File: src/hw/rtl/vna_pkg.sv
// ----------------------------------------------------------------------------
// vna_pkg
// Shared types and constants of the vertex normal averager: item codes, the
// queued word between front and back, and the fixed widths of the datapath.
// ----------------------------------------------------------------------------
package vna_pkg;

   // store sizes
   localparam int MAX_VERTICES = 1024;
   localparam int IDX_W        = $clog2(MAX_VERTICES);
   localparam int CNT_W        = 11;
   localparam int ACCUM_BITS   = 24;
   localparam int POS_W        = 16;
   localparam int N_W          = 16;

   // edge and cross product widths
   localparam int EDGE_W  = POS_W + 1;
   localparam int PROD_W  = 2 * EDGE_W;
   localparam int CROSS_W = PROD_W + 1;

   // normaliser widths
   localparam int VEC_W  = 36;
   localparam int MAG_W  = VEC_W;
   localparam int NRM_W  = 24;
   localparam int SQ_W   = 50;
   localparam int LEN_W  = 25;
   localparam int FRAC_W = 15;
   localparam int NUM_W  = NRM_W + FRAC_W + 1;
   localparam int DIV_W  = NUM_W + 1;
   localparam int Q_W    = 16;

   // front to back queue
   localparam int QDEPTH = 4;
   localparam int QPTR_W = $clog2(QDEPTH);

   typedef enum logic [1:0] {
      FUNC_WRITE = 2'd0,
      FUNC_TRI   = 2'd1,
      FUNC_READ  = 2'd2,
      FUNC_NONE  = 2'd3
   } func_type;

   typedef enum logic [1:0] {
      K_WRITE = 2'd0,
      K_TRI   = 2'd1,
      K_READ  = 2'd2
   } kind_type;

   typedef struct packed {
      kind_type                  kind;
      logic [IDX_W-1:0]          vertex_index;
      logic signed [POS_W-1:0]   pos_x;
      logic signed [POS_W-1:0]   pos_y;
      logic signed [POS_W-1:0]   pos_z;
      logic [IDX_W-1:0]          tri_a;
      logic [IDX_W-1:0]          tri_b;
      logic [IDX_W-1:0]          tri_c;
      logic                      index_error;
   } item_type;

endpackage

File: src/hw/rtl/vna_front.sv
// ----------------------------------------------------------------------------
// vna_front
// Takes request words, holds the vertex count register, checks indices and
// drops words that do nothing before they reach the queue.
// ----------------------------------------------------------------------------
module vna_front import vna_pkg::*; (
   input  logic                    clock,
   input  logic                    reset,
   input  logic                    push,
   output logic                    full,
   input  logic [1:0]              req_func,
   input  logic [IDX_W-1:0]        req_vertex_index,
   input  logic signed [POS_W-1:0] req_pos_x,
   input  logic signed [POS_W-1:0] req_pos_y,
   input  logic signed [POS_W-1:0] req_pos_z,
   input  logic [IDX_W-1:0]        req_tri_a,
   input  logic [IDX_W-1:0]        req_tri_b,
   input  logic [IDX_W-1:0]        req_tri_c,
   input  logic                    valid,
   output logic                    ready,
   input  logic [CNT_W-1:0]        csr_wdata,
   input  logic                    clearing,
   input  logic                    q_full,
   output logic                    q_push,
   output item_type                q_word
);

   logic [CNT_W-1:0] vcount_ff;
   logic             fr_valid_ff, fr_valid_in;
   item_type         fr_item_ff, fr_item_in;
   logic             accept, keep;
   logic             a_ok, b_ok, c_ok, v_ok;

   assign ready  = 1'b1;
   assign full   = clearing | (fr_valid_ff & q_full);
   assign accept = push & ~full;
   assign q_push = fr_valid_ff & ~q_full;
   assign q_word = fr_item_ff;

   // range checks against the vertex count
   assign a_ok = ({1'b0, req_tri_a} < vcount_ff);
   assign b_ok = ({1'b0, req_tri_b} < vcount_ff);
   assign c_ok = ({1'b0, req_tri_c} < vcount_ff);
   assign v_ok = ({1'b0, req_vertex_index} < vcount_ff);

   // classify the word
   always_comb begin
      fr_item_in.kind         = K_WRITE;
      fr_item_in.vertex_index = req_vertex_index;
      fr_item_in.pos_x        = req_pos_x;
      fr_item_in.pos_y        = req_pos_y;
      fr_item_in.pos_z        = req_pos_z;
      fr_item_in.tri_a        = req_tri_a;
      fr_item_in.tri_b        = req_tri_b;
      fr_item_in.tri_c        = req_tri_c;
      fr_item_in.index_error  = ~v_ok;
      keep = 1'b0;
      unique case (req_func)
         FUNC_WRITE: begin
            fr_item_in.kind = K_WRITE;
            keep = 1'b1;
         end
         FUNC_TRI: begin
            fr_item_in.kind = K_TRI;
            keep = a_ok & b_ok & c_ok;
         end
         FUNC_READ: begin
            fr_item_in.kind = K_READ;
            keep = 1'b1;
         end
         default: begin
            keep = 1'b0;
         end
      endcase
   end

   // holding stage
   always_comb begin
      fr_valid_in = fr_valid_ff;
      if (q_push) begin
         fr_valid_in = 1'b0;
      end
      if (accept) begin
         fr_valid_in = keep;
      end
   end

   always_ff @(posedge clock) begin
      if (reset) begin
         fr_valid_ff <= 1'b0;
         vcount_ff   <= '0;
      end else begin
         fr_valid_ff <= fr_valid_in;
         if (valid) begin
            vcount_ff <= csr_wdata;
         end
      end
   end

   always_ff @(posedge clock) begin
      if (accept) begin
         fr_item_ff <= fr_item_in;
      end
   end

endmodule

File: config.mk
export PLATFORM = sky130hd
export DESIGN_NAME = vna_front
export DESIGN_NICKNAME = d
export VERILOG_FILES = /design/src/hw/rtl/vna_pkg.sv /design/src/hw/rtl/vna_front.sv
export SDC_FILE = /design/constraint.sdc
export NUM_CORES = 1
export LEC_CHECK = 0
export BUFFER_PORTS_ARGS = -buffer_cell sky130_fd_sc_hd__buf_2
export CELL_PAD_IN_SITES_DETAIL_PLACEMENT = 0
export CELL_PAD_IN_SITES_GLOBAL_PLACEMENT = 1
export CORE_MARGIN = 2
export CORE_UTILIZATION = 40
export CTS_BUF_LIST = sky130_fd_sc_hd__clkbuf_8
export DETAILED_ROUTE_END_ITERATION = 12
export PLACE_DENSITY = 0.95
export SKIP_LAST_GASP = 1
export SLEW_MARGIN = 20
export SYNTH_ARGS = -nofsm -noshare
export SYNTH_HDL_FRONTEND = slang
export SYNTH_SLANG_ARGS = --single-unit
File: constraint.sdc
create_clock -name clock -period 9.6 [get_ports clock]
set_input_delay 0.48 -clock clock [delete_from_list [all_inputs] [get_ports clock]]
set_output_delay 0.48 -clock clock [all_outputs]
set_load 0.1 [all_outputs]
==> impl_results.md <==
* Number of global-route vias before repair at 2800
* Crit path launch type: flip-flop
* Number of remaining DRC errors at 0
* CTS Hold Bufs at 0
* Syn Inst Count at 237
* Crit. End Element: primary output
* Met1 Use GR at 0.1941
* P&R area growth vs syn at 34.08%
* Initial antenna violation count at 0
* Slew margin rel. at 0.4300
* DR WL/cell at 15.24 um
* Pwr dens at 186.8 nW/um2
* DIE AREA at 10890 um2
* Post-Syn Nets at 380
* Clk sinks at 103
* Sw Share at 0.3249
* Post_cts resized at 0
* H-tree depth at 3
* Row count at 36
* Largest net degree at the start of global routing at 93
* Hold slack at 0.2843 ns
* Port-buffer cells at 199
* WHS Path Cells at 1
* Met2 usage in global routing at 0.2993
* Tcrit/Tclk final at 0.1923
* R2R Setup Slk at 7.82 ns
* Worst hold start: req_pos_y[3]
* Sequential power share at 0.512
* Outcome: finished clean
* Die Wd at 104.3 um
* Reg-to-Reg End: fr_valid_ff
* Total Power at 1.009 mW
* Leak Pwr at 2.333 nW
* Final ANT Viol Nets at 0
* Dominant cell type by area after synthesis: edfxtp_1
* Num CTS Buffers at 9
* Vias at 2718
* CTS tree: built
* Syn Area/Cell at 16.99 um2
* CP max stage cell: dfxtp_1
* CP required at 9.12 ns
* Share of the yosys chip area belonging to registers at 0.7381
* Total internal power at 0.6810 mW
* Met3 Use GR at 0.03446
* Logic pwr share at 0.214
* Vias per cell at 4.662
* Initial Util at 0.4121
* Worst Hold Endpoint: q_word[50]
* DRT iter0 DRCs at 85
* # setup viols final at 0
* Cell Area, Synth at 4028 um2
* Clock Path Buffers at 2
* TritonRoute pass-1 iters at 4
* Clk Latency, worst-skew pair at 0.37 ns
* Share of cells above drive strength 1 at 0.4867
* Synth top area cells: edfxtp_1, ha_1, dfxtp_1, mux2i_1, nor2_1
* Max Freq at 541.6 MHz
* DP HPWL at 6966 um
* Final WL at 8884 um
* First-pass GRT wire length at 13920 um
* Crit-path max cell delay at 0.42 ns
* Worst reg2reg startpoint: vcount_ff[9]
* CP Cell Sequence: nand2_1 > nand2b_1 > buf_2
* Core area at 9774 um2
* Crit path DAT at 1.37 ns
* Crit path kind: flip-flop to primary output
* Ports at 201
* Gr ovfl total at 0
* Final hold violations at 0
* Final #Nets at 588
* Antenna Cells at 0
* Final WS setup at 7.754 ns
* All-Layer GR Usage at 0.1666
* Fin Setup TNS at 0 ns
* Worst slew pin tran at 0.8549 ns
* Final Core Density at 0.5525
* Top-area cell type share of the netlist area at 0.6785
* Worst r2r path cells at 6
* Final Max Slew Viols at 0
* Routability cong. at 0.7713
* Clk_skew at 0.01192 ns
* Post-synth cell types at 29
* Worst-path fanout max at 3
* RSZ-0062 raised after global routing: no
* Worst-path clk slew at 0.10 ns
* Root Buffer Master: clkbuf_8
* Psw at 0.3278 mW
* Maximum Capacitance Violations at 0
* #FFs+latches synth at 103
* Hold crit path type: input pin to flip-flop
* Fill cells at 824
* Chip height at 104.3 um
* Place WS at 7.195 ns
* VDD IR max at 0.08972 mV
* Clock power share at 0.274
* Grt peak-use layer: met2
* Ys Warns at 0
* Fin crit period at 1.846 ns
* Post CTS Setup Buffer Count at 0
[state kept, by name (all words and copies together) (netlist names)]
signal	cells
fr_valid_ff	1
vcount_ff	11
q_word	91
[cell usage in the layout (no fill, tap or decap), types with 2 or more instances in the layout]
| cell | count |
|---|---|
| a211oi_1 | 6 |
| a21o_1 | 4 |
| a21oi_1 | 7 |
| buf_2 | 199 |
| clkbuf_8 | 9 |
| clkinvlp_4 | 2 |
| dfxtp_1 | 12 |
| edfxtp_1 | 91 |
| ha_1 | 36 |
| inv_1 | 10 |
| inv_8 | 2 |
| mux2i_1 | 11 |
| nand2_1 | 5 |
| nand2b_1 | 7 |
| nand4_1 | 2 |
| nor2_1 | 17 |
| nor2b_1 | 3 |
| nor3_1 | 2 |
| nor4_1 | 2 |
| o211ai_1 | 4 |
| o21ai_0 | 5 |
[worst max-delay path, delay by kind of cell (launching register included)]
family / cells / cell delay, ns
flops: 1 / 0.42
buf+inv: 1 / 0.42
simple gates: 2 / 0.17
[worst max-delay path by stage]
stage | start | end | slack (ns) | depth (start not counted)
floorplan | clearing | fr_valid_ff | 3.72 | 5
global placement | clearing | fr_valid_ff | 7.31 | 7
detailed placement | clearing | fr_valid_ff | 7.19 | 7
CTS | clearing | fr_valid_ff | 7.59 | 7
global route | vcount_ff[8] | q_word[0] | 7.66 | 6
finish | fr_valid_ff | full | 7.75 | 3
[power groups by stage]
stage | registers [mW] | clock network [mW] | logic, mW
2_1_floorplan | 0.649 | 0 | 0.0463
3_3_place_gp | 0.527 | 0 | 0.214
3_5_place_dp | 0.527 | 0 | 0.218
4_1_cts | 0.517 | 0.284 | 0.218
5_1_grt | 0.519 | 0.300 | 0.229
6_report | 0.517 | 0.276 | 0.216
[metrics by stage]
step                instances  area (um2)
floorplan                 237        4028
global placement          567        5192
detailed placement        567        5192
CTS                       583        5396
global route              583        5400
finish                    583        5400
[layout make-up]
cell class	instances	area (um2)	area share
clock buffer	9	123.9	0.02294
clock inverter	7	80.08	0.01483
inverter	10	37.54	0.006951
multi-input combinational	121	1012	0.1874
sequential	103	2973	0.5505
tap	133	166.4	0.03082
timing repair buffer	200	1007	0.1865
[Yosys cell counts, drive strengths merged]
| master | instances |
|---|---|
| conb | 1 |
| nand2b | 7 |
| nor2 | 17 |
| ha | 36 |
| dfxtp | 12 |
| edfxtp | 91 |
| mux2i | 11 |
| a21o | 4 |
| o211ai | 4 |
| o2111ai | 1 |
| a211oi | 6 |
| nand3 | 1 |
| nor3 | 2 |
| buf | 3 |
| a32o | 1 |
| nand4 | 2 |
| inv | 10 |
| nor3b | 1 |
| nor2b | 3 |
| a31oi | 1 |
| nand4b | 1 |
| a21oi | 8 |
| nand2 | 5 |
| a2111oi | 1 |
| o21ai | 5 |
| a211o | 1 |
| nor4 | 2 |
[routing by layer]
metal	up-vias	share of wire
met5	-	0
met4	0	0.014
met1	1260	0.40
met2	120	0.51
li1	1328	-
met3	10	0.073
[logic make-up (layout without fill, tap and decap cells)]
kind of cell,Yosys count,after routing,synth area share
AOI/OAI and AO/OA,32,32,0.05468
adders and majority gates,36,36,0.1118
buffers and inverters,13,226,0.01336
DFF,103,103,0.7381
muxes,11,11,0.02734
other,1,1,0.0009311
and+or+nand+nor,41,41,0.05374
No activity file was read; power rests on OpenSTA's default activity.
