<file path="src/hw/rtl/vna_pkg.sv">
// ----------------------------------------------------------------------------
// vna_pkg
// Shared types and constants of the vertex normal averager: item codes, the
// queued word between front and back, and the fixed widths of the datapath.
// ----------------------------------------------------------------------------
package vna_pkg;

   // store sizes
   localparam int MAX_VERTICES = 1024;
   localparam int IDX_W        = $clog2(MAX_VERTICES);
   localparam int CNT_W        = 11;
   localparam int ACCUM_BITS   = 24;
   localparam int POS_W        = 16;
   localparam int N_W          = 16;

   // edge and cross product widths
   localparam int EDGE_W  = POS_W + 1;
   localparam int PROD_W  = 2 * EDGE_W;
   localparam int CROSS_W = PROD_W + 1;

   // normaliser widths
   localparam int VEC_W  = 36;
   localparam int MAG_W  = VEC_W;
   localparam int NRM_W  = 24;
   localparam int SQ_W   = 50;
   localparam int LEN_W  = 25;
   localparam int FRAC_W = 15;
   localparam int NUM_W  = NRM_W + FRAC_W + 1;
   localparam int DIV_W  = NUM_W + 1;
   localparam int Q_W    = 16;

   // front to back queue
   localparam int QDEPTH = 4;
   localparam int QPTR_W = $clog2(QDEPTH);

   typedef enum logic [1:0] {
      FUNC_WRITE = 2'd0,
      FUNC_TRI   = 2'd1,
      FUNC_READ  = 2'd2,
      FUNC_NONE  = 2'd3
   } func_type;

   typedef enum logic [1:0] {
      K_WRITE = 2'd0,
      K_TRI   = 2'd1,
      K_READ  = 2'd2
   } kind_type;

   typedef struct packed {
      kind_type                  kind;
      logic [IDX_W-1:0]          vertex_index;
      logic signed [POS_W-1:0]   pos_x;
      logic signed [POS_W-1:0]   pos_y;
      logic signed [POS_W-1:0]   pos_z;
      logic [IDX_W-1:0]          tri_a;
      logic [IDX_W-1:0]          tri_b;
      logic [IDX_W-1:0]          tri_c;
      logic                      index_error;
   } item_type;

endpackage

</file>
<file path="src/hw/rtl/vna_queue.sv">
// ----------------------------------------------------------------------------
// vna_queue
// Short register queue that parts the front from the back.
// ----------------------------------------------------------------------------
module vna_queue import vna_pkg::*; (
   input  logic     clock,
   input  logic     reset,
   input  logic     push,
   input  item_type push_word,
   output logic     q_full,
   input  logic     pop,
   output logic     q_empty,
   output item_type pop_word
);

   item_type            mem_ff [QDEPTH];
   logic [QPTR_W-1:0]   wr_ff, wr_in;
   logic [QPTR_W-1:0]   rd_ff, rd_in;
   logic [QPTR_W:0]     cnt_ff, cnt_in;
   logic                do_push, do_pop;

   assign q_full   = (cnt_ff == (QPTR_W+1)'(QDEPTH));
   assign q_empty  = (cnt_ff == '0);
   assign pop_word = mem_ff[rd_ff];
   assign do_push  = push & ~q_full;
   assign do_pop   = pop & ~q_empty;

   // pointer and fill count
   always_comb begin
      wr_in  = do_push ? wr_ff + 1'b1 : wr_ff;
      rd_in  = do_pop ? rd_ff + 1'b1 : rd_ff;
      cnt_in = cnt_ff;
      if (do_push && !do_pop) begin
         cnt_in = cnt_ff + 1'b1;
      end else if (do_pop && !do_push) begin
         cnt_in = cnt_ff - 1'b1;
      end
   end

   always_ff @(posedge clock) begin
      if (reset) begin
         wr_ff  <= '0;
         rd_ff  <= '0;
         cnt_ff <= '0;
      end else begin
         wr_ff  <= wr_in;
         rd_ff  <= rd_in;
         cnt_ff <= cnt_in;
      end
   end

   // storage
   always_ff @(posedge clock) begin
      if (do_push) begin
         mem_ff[wr_ff] <= push_word;
      end
   end

endmodule

</file>
<file path="config.mk">
export PLATFORM = sky130hd
export DESIGN_NAME = vna_queue
export DESIGN_NICKNAME = d
export VERILOG_FILES = /design/src/hw/rtl/vna_pkg.sv /design/src/hw/rtl/vna_queue.sv
export SDC_FILE = /design/constraint.sdc
export NUM_CORES = 1
export LEC_CHECK = 0
export BUFFER_PORTS_ARGS = -buffer_cell sky130_fd_sc_hd__buf_2
export CAP_MARGIN = 40
export CORE_MARGIN = 4
export CORE_UTILIZATION = 57
export DETAILED_ROUTE_END_ITERATION = 16
export PLACE_DENSITY = 0.79
export SLEW_MARGIN = 40
export SYNTH_ARGS = -nofsm -noshare
export SYNTH_HDL_FRONTEND = slang
export SYNTH_SLANG_ARGS = --single-unit
</file>
<file path="constraint.sdc">
create_clock -name clock -period 4.2 [get_ports clock]
set_input_delay 0.63 -clock clock [delete_from_list [all_inputs] [get_ports clock]]
set_output_delay 0.63 -clock clock [all_outputs]
set_load 0.01 [all_outputs]
</file>
==> results.txt, run 1 <==
first-pass GRT wire length: 39.7 mm
Max FO, Critical Path: 49
Via density: 5.66
DR iter-0 viols: 508
nets@finish: 843
Post-Route WL: 25.8 mm
area of the die: 0.0265 sq mm
sequential area share after synthesis: 81.2%
reg2reg path depth: 4
Final GP Congestion: 0.715
outcome: finished, final reports clean
All-Layer GR Usage: 19.9%
hpwl dp: 16.1 mm
post-route clock skew: 0.0132 ns
root buffer cell: clkbuf_16
post-synth net total: 624
GRT overflow: 0
initial antenna violation count: 7
number of fill cells: 1462
vias in the first global route: 6589
Num CTS Buffers: 37
area delta synth->final: 17.9%
Reg-to-Reg End: mem_ff[0][65]
DRC violations left: 0
critical path type: flop to primary output
hold path startpoint: push_word[19]
worst-margin pin slew: 0.769 ns
setup TNS: 0 ns
Starting Density: 58.1%
Post-CTS Resized: 0
drt pass-1 iters: 4
hold buffer count at cts: 0
CP cell instances: buf_4 > mux4_2 > buf_2
Final Hold Vio Count: 0
Setup crit end kind: primary output
Slew Viols, Final: 0
via count: 6168
Top Ports: 188
Final min period: 3.04 ns
CTS tree: done
Antenna Nets Post-Route: 0
Core ar.: 0.0235 sq mm
cell count after synthesis: 523
Avg Cell Area, Syn: 26.2 sq um
Syn. warnings: 0
Clock Latency Late Sink: 0.50 ns
Worst Hold Depth: 1
mapped cell area: 0.0137 sq mm
CP required: 3.57 ns
CP max stage delay: 0.84 ns
Critical Path AT: 2.41 ns
Die H: 163 um
Max-Cap Viols: 0
Tcrit/Tclk final: 72.3%
deepest clock path buffer count: 3
dpl cell area: 0.0150 sq mm
Reg clk slew, reported paths: 0.06 ns
Port Buf Inserts: 187
synthesized flop and latch total: 373
layout cells sized above 1: 45.3%
setup bufs post-CTS: 0
Final Power: 0.00987 W
Placement Rows: 56
slowest CP cell: dfxtp_4
Chip Width: 163 um
RSZ-0062 raised after global routing: false
Netlist cell types: 22
H-tree Lvls: 2
worst reg2reg path startpoint: cnt_ff[0]
DR WL/cell: 23.7 um
r2r setup slk: 1.74 ns
final setup fails: 0
worst hold endpoint: mem_ff[2][19]
fin area: 0.0161 sq mm
Hold Path Class: primary input to flop
Rel. slew slack: 48.7%
Static Leak: 5.43 nW
fmax: 329 MHz
largest net degree at the start of global routing: 92
Power Density: 612 mW/mm^2
clock tree sinks: 373
crit start category: flop
peak supply drop: 0.000416 V
[area by class of cell]
type                            count  area (sq um)  share of cell area [%]
Sequential cell                   373         11100                    68.9
Multi-Input combinational cell    125          2320                    14.4
Timing Repair Buffer              201          1130                    6.99
Clock buffer                       45           987                    6.12
Tap cell                          319           399                    2.47
Clock inverter                     22           161                    1.00
Inverter                            4          15.0                  0.0931
Antenna cell                        1          2.50                  0.0155
[cell usage in the layout, fill, tap and decap left out, types with 4 or more instances in the layout]
master / count
clkbuf_1: 6
clkbuf_16: 38
and2_4: 4
dfxtp_1: 7
xor2_1: 4
edfxtp_1: 364
buf_12: 7
buf_2: 187
buf_4: 7
mux4_2: 91
clkinv_2: 7
clkinv_1: 11
inv_1: 4
ha_1: 5
nor2_1: 6
[synthesized netlist by cell type]
master,number,area (sq um)
edfxtp_1,364,10900
mux4_2,91,2050
buf_12,9,180
buf_2,9,45.0
dfxtp_1,9,180
nor2_1,6,22.5
ha_1,5,62.6
and2_1,4,25.0
inv_1,4,15.0
xor2_1,4,35.0
a21oi_1,2,10.0
clkbuf_1,2,7.51
mux2i_1,2,20.0
nand2b_1,2,12.5
o21ai_0,2,10.0
or3_1,2,12.5
buf_6,1,11.3
fa_1,1,20.0
nor3_1,1,5.00
nor3b_2,1,12.5
o311ai_0,1,8.76
o31ai_1,1,7.51
[routing by layer]
metal	share of wire, %	up-vias	GRT usage, %
met5	0.30	-	0
met4	1.8	12	4.46
met3	7.2	49	5.54
met2	52	200	33.4
met1	39	3219	26.7
li1	-	2688	-
[how the worst max path moves through the flow]
stage          start            end  slack (ns)  cells after the start
3_3_place_gp    push  mem_ff[0][67]        1.53                      5
5_1_grt         flop   pop_word[49]        1.03                      3
2_1_floorplan   push   mem_ff[0][0]        0.66                      3
3_5_place_dp    push  mem_ff[0][65]        1.49                      5
6_report        flop   pop_word[71]        1.16                      3
4_1_cts         flop   pop_word[79]         1.0                      3
[flip-flops by register name, indices dropped and copies added, names as in the netlist, named ones only]
signal	count
cnt_ff	3
mem_ff	364
rd_ff	2
wr_ff	2
[critical path, delay by kind of cell (launching register included)]
kind     cells  cell delay (ns)
buf+inv      2             0.64
mux          1             0.41
flops        1             0.84
[metrics by stage]
| step | utilization, % | cells | hold slack, ns | worst slack [ns] |
|---|---|---|---|---|
| floorplan | - | 523 | 0.482 | 0.661 |
| global placement | 63.4 | 1019 | 0.492 | 1.53 |
| detailed placement | 63.6 | 1021 | 0.508 | 1.49 |
| CTS | 68.4 | 1088 | 0.312 | 0.998 |
| global route | 68.5 | 1090 | 0.320 | 1.03 |
| finish | 68.5 | 1090 | 0.339 | 1.16 |
[kinds of logic after synthesis]
kind of cell | synth area share [%]
compound gates | 0.265
xor+xnor | 0.256
fa+ha+maj | 0.604
buf+inv | 1.89
flops | 81.2
mux | 15.1
simple gates | 0.658
[power breakdown]
| group | internal [W] | switching [W] | total [W] |
|---|---|---|---|
| registers | 0.00448 | 0.000175 | 0.00465 |
| clock network | 0.00180 | 0.00126 | 0.00305 |
| logic | 0.00107 | 0.00110 | 0.00217 |
No activity file was read; power rests on OpenSTA's default activity.
==> run 2, diff against run 1 <==
- CORE_UTILIZATION: 57 -> 51
- PLACE_DENSITY: 0.79 -> 0.75
- clock period: 4.2 -> 2.5 ns (I/O delays scaled with it)
==> results.txt, run 2 (synthesis results as in run 1) <==
outcome: finished, final reports clean
Hold Path Class: primary input to flop
Starting Density: 52.2% (-5.9 points)
hpwl dp: 16.0 mm (-0.67%)
first-pass GRT wire length: 38.7 mm (-2.6%)
max reg flops: 364 (unchanged)
Final min period: 2.37 ns
Critical Path AT: 1.99 ns (-0.42 ns)
Max FO, Critical Path: 34 (-31%)
Die H: 172 um (+5.4%)
Rel. slew slack: 68.9% (+20 points)
Clock Latency Late Sink: 0.51 ns (about the same)
H-tree Lvls: 2 (unchanged)
GRT overflow: 0 (unchanged)
Reg-to-Reg End: cnt_ff[2]
Static Leak: 5.54 nW (+2.1%)
drt pass-1 iters: 5 (+1)
peak supply drop: 0.000689 V (+66%)
largest net degree at the start of global routing: 43 (-53%)
fmax: 423 MHz
most common cell after layout, fill and taps aside: edfxtp_1
Max-Cap Viols: 0 (unchanged)
Chip Width: 172 um (+5.4%)
top flop regs: mem_ff x364, cnt_ff x3
nets@finish: 856 (+1.5%)
setup TNS: 0 ns (unchanged)
DRC violations left: 0 (unchanged)
worst reg2reg path startpoint: cnt_ff[0]
Post-Route Utilization: 62.6% (-5.9 points)
DR WL/cell: 22.3 um (-5.8%)
r2r setup slk: 0.30 ns (-1.44 ns)
hold path startpoint: push_word[1]
Slew Viols, Final: 0 (unchanged)
final setup fails: 0 (unchanged)
initial antenna violation count: 3 (-4)
Num CTS Buffers: 38 (+2.7%)
Post-Route WL: 25.0 mm (-3.3%)
Top reg by flops: mem_ff
RSZ-0062 raised after global routing: false
reg2reg path depth: 7 (+3)
worst hold endpoint: mem_ff[0][1]
deepest clock path buffer count: 3 (unchanged)
fin area: 0.0164 sq mm (+1.7%)
Top Ports: 188 (unchanged)
combinational share of power: 22.8% (+0.9 points)
vias in the first global route: 6606 (+0.26%)
Setup Slack @ Placement: 0.330 ns (-1.16 ns)
Final GP Congestion: 0.737 (+3.0%)
Tcrit/Tclk final: 94.6%
Placement Rows: 59 (+5.4%)
Psw: 0.00423 W (+67%)
Final Hold Vio Count: 0 (unchanged)
Antenna Nets Post-Route: 0 (unchanged)
layout cells sized above 1: 46.1% (+0.78 points)
dpl cell area: 0.0151 sq mm (+1.1%)
critical path type: flop to primary output
Setup crit end kind: primary output
root buffer cell: clkbuf_16
Int Power: 0.0127 W (+73%)
most frequent cells in the layout: edfxtp_1 (364), buf_2 (187), mux4_2 (91)
Port Buf Inserts: 187 (unchanged)
crit start category: flop
DR iter-0 viols: 607 (+19%)
CP required: 2.12 ns (-1.45 ns)
clock share of power: 31.7% (+0.8 points)
CTS tree: done
clock tree sinks: 373 (unchanged)
Switching Fraction: 24.9% (-0.69 points)
All-Layer GR Usage: 17.3% (-2.6 points)
via count: 6186 (+0.29%)
Core ar.: 0.0262 sq mm (+11%)
Reg clk slew, reported paths: 0.06 ns (about the same)
Worst Hold Depth: 1 (unchanged)
final worst-path setup slack: 0.134 ns (-1.03 ns)
post-route clock skew: 0.0200 ns (+0.00681 ns)
Power Density: 1030 mW/mm^2 (+69%)
area of the die: 0.0295 sq mm (+11%)
worst-margin pin slew: 0.467 ns (-0.302 ns)
Via density: 5.53 (-2.3%)
area delta synth->final: 19.9%
worst hold slack: 0.0826 ns (-0.256 ns)
register share of total power: 45.5% (-1.6 points)
[run 2: cell count changes in the layout (fill, tap and decap cells not counted), moves of 2 or more]
cell	previous run	this run
buf_12	7	15
clkbuf_1	6	14
clkinv_1	11	4
buf_4	7	11
clkbuf_16	38	41
clkinv_2	7	5
[run 2: worst max-delay path by stage]
stage / cells after the start / endpoint / slack [ns]
floorplan: 3 / mem_ff[0][0] / 0.08
global placement: 7 / cnt_ff[2] / 0.44
detailed placement: 7 / cnt_ff[2] / 0.33
CTS: 3 / pop_word[15] / 0.08
global route: 3 / pop_word[20] / 0.02
finish: 3 / pop_word[15] / 0.13
[run 2: through the flow]
stage / total power [W] / cells
2_1_floorplan: 0.0104 / 523
3_3_place_gp: 0.0116 / 1045
3_5_place_dp: 0.0117 / 1045
4_1_cts: 0.0172 / 1118
5_1_grt: 0.0178 / 1118
6_report: 0.0170 / 1119
[run 2: worst max-delay path, stage by stage, from the launching register on]
cell and delay, ns:
dfxtp_4 0.63, buf_12 0.28, mux4_2 0.37, buf_2 0.17
[run 2: layout make-up]
type                    instances  area [sq um]
multi-input cells             125          2320
flip-flops and latches        373         11100
well taps                     335           419
fillers                      1750          9800
clock buffers                  57          1110
diodes                          1          2.50
inverters                       4          15.0
clock inverters                11           100
repair buffers                213          1320
[run 2: timing repair]
action,in CTS,in global routing
setup endpoints to repair,15,0
hold buffers,0,0
buffers inserted,5,0
gates resized for setup,0,0
[run 2: routing by layer]
| layer | vias to the layer above | routed length (um) | GRT usage [%] |
|---|---|---|---|
| met1 | 3213 | 10100 | 24.5 |
| met3 | 40 | 1870 | 4.18 |
| met5 | - | 19 | 0 |
| li1 | 2719 | - | - |
| met2 | 210 | 12600 | 28.0 |
| met4 | 4 | 389 | 3.90 |
[run 2: power groups by stage]
stage / logic [W] / clock network (W) / registers, W
6_report: 0.00387 / 0.00538 / 0.00772
5_1_grt: 0.00422 / 0.00582 / 0.00777
4_1_cts: 0.00398 / 0.00551 / 0.00773
3_5_place_dp: 0.00380 / 0 / 0.00792
3_3_place_gp: 0.00374 / 0 / 0.00786
2_1_floorplan: 0.00267 / 0 / 0.00776
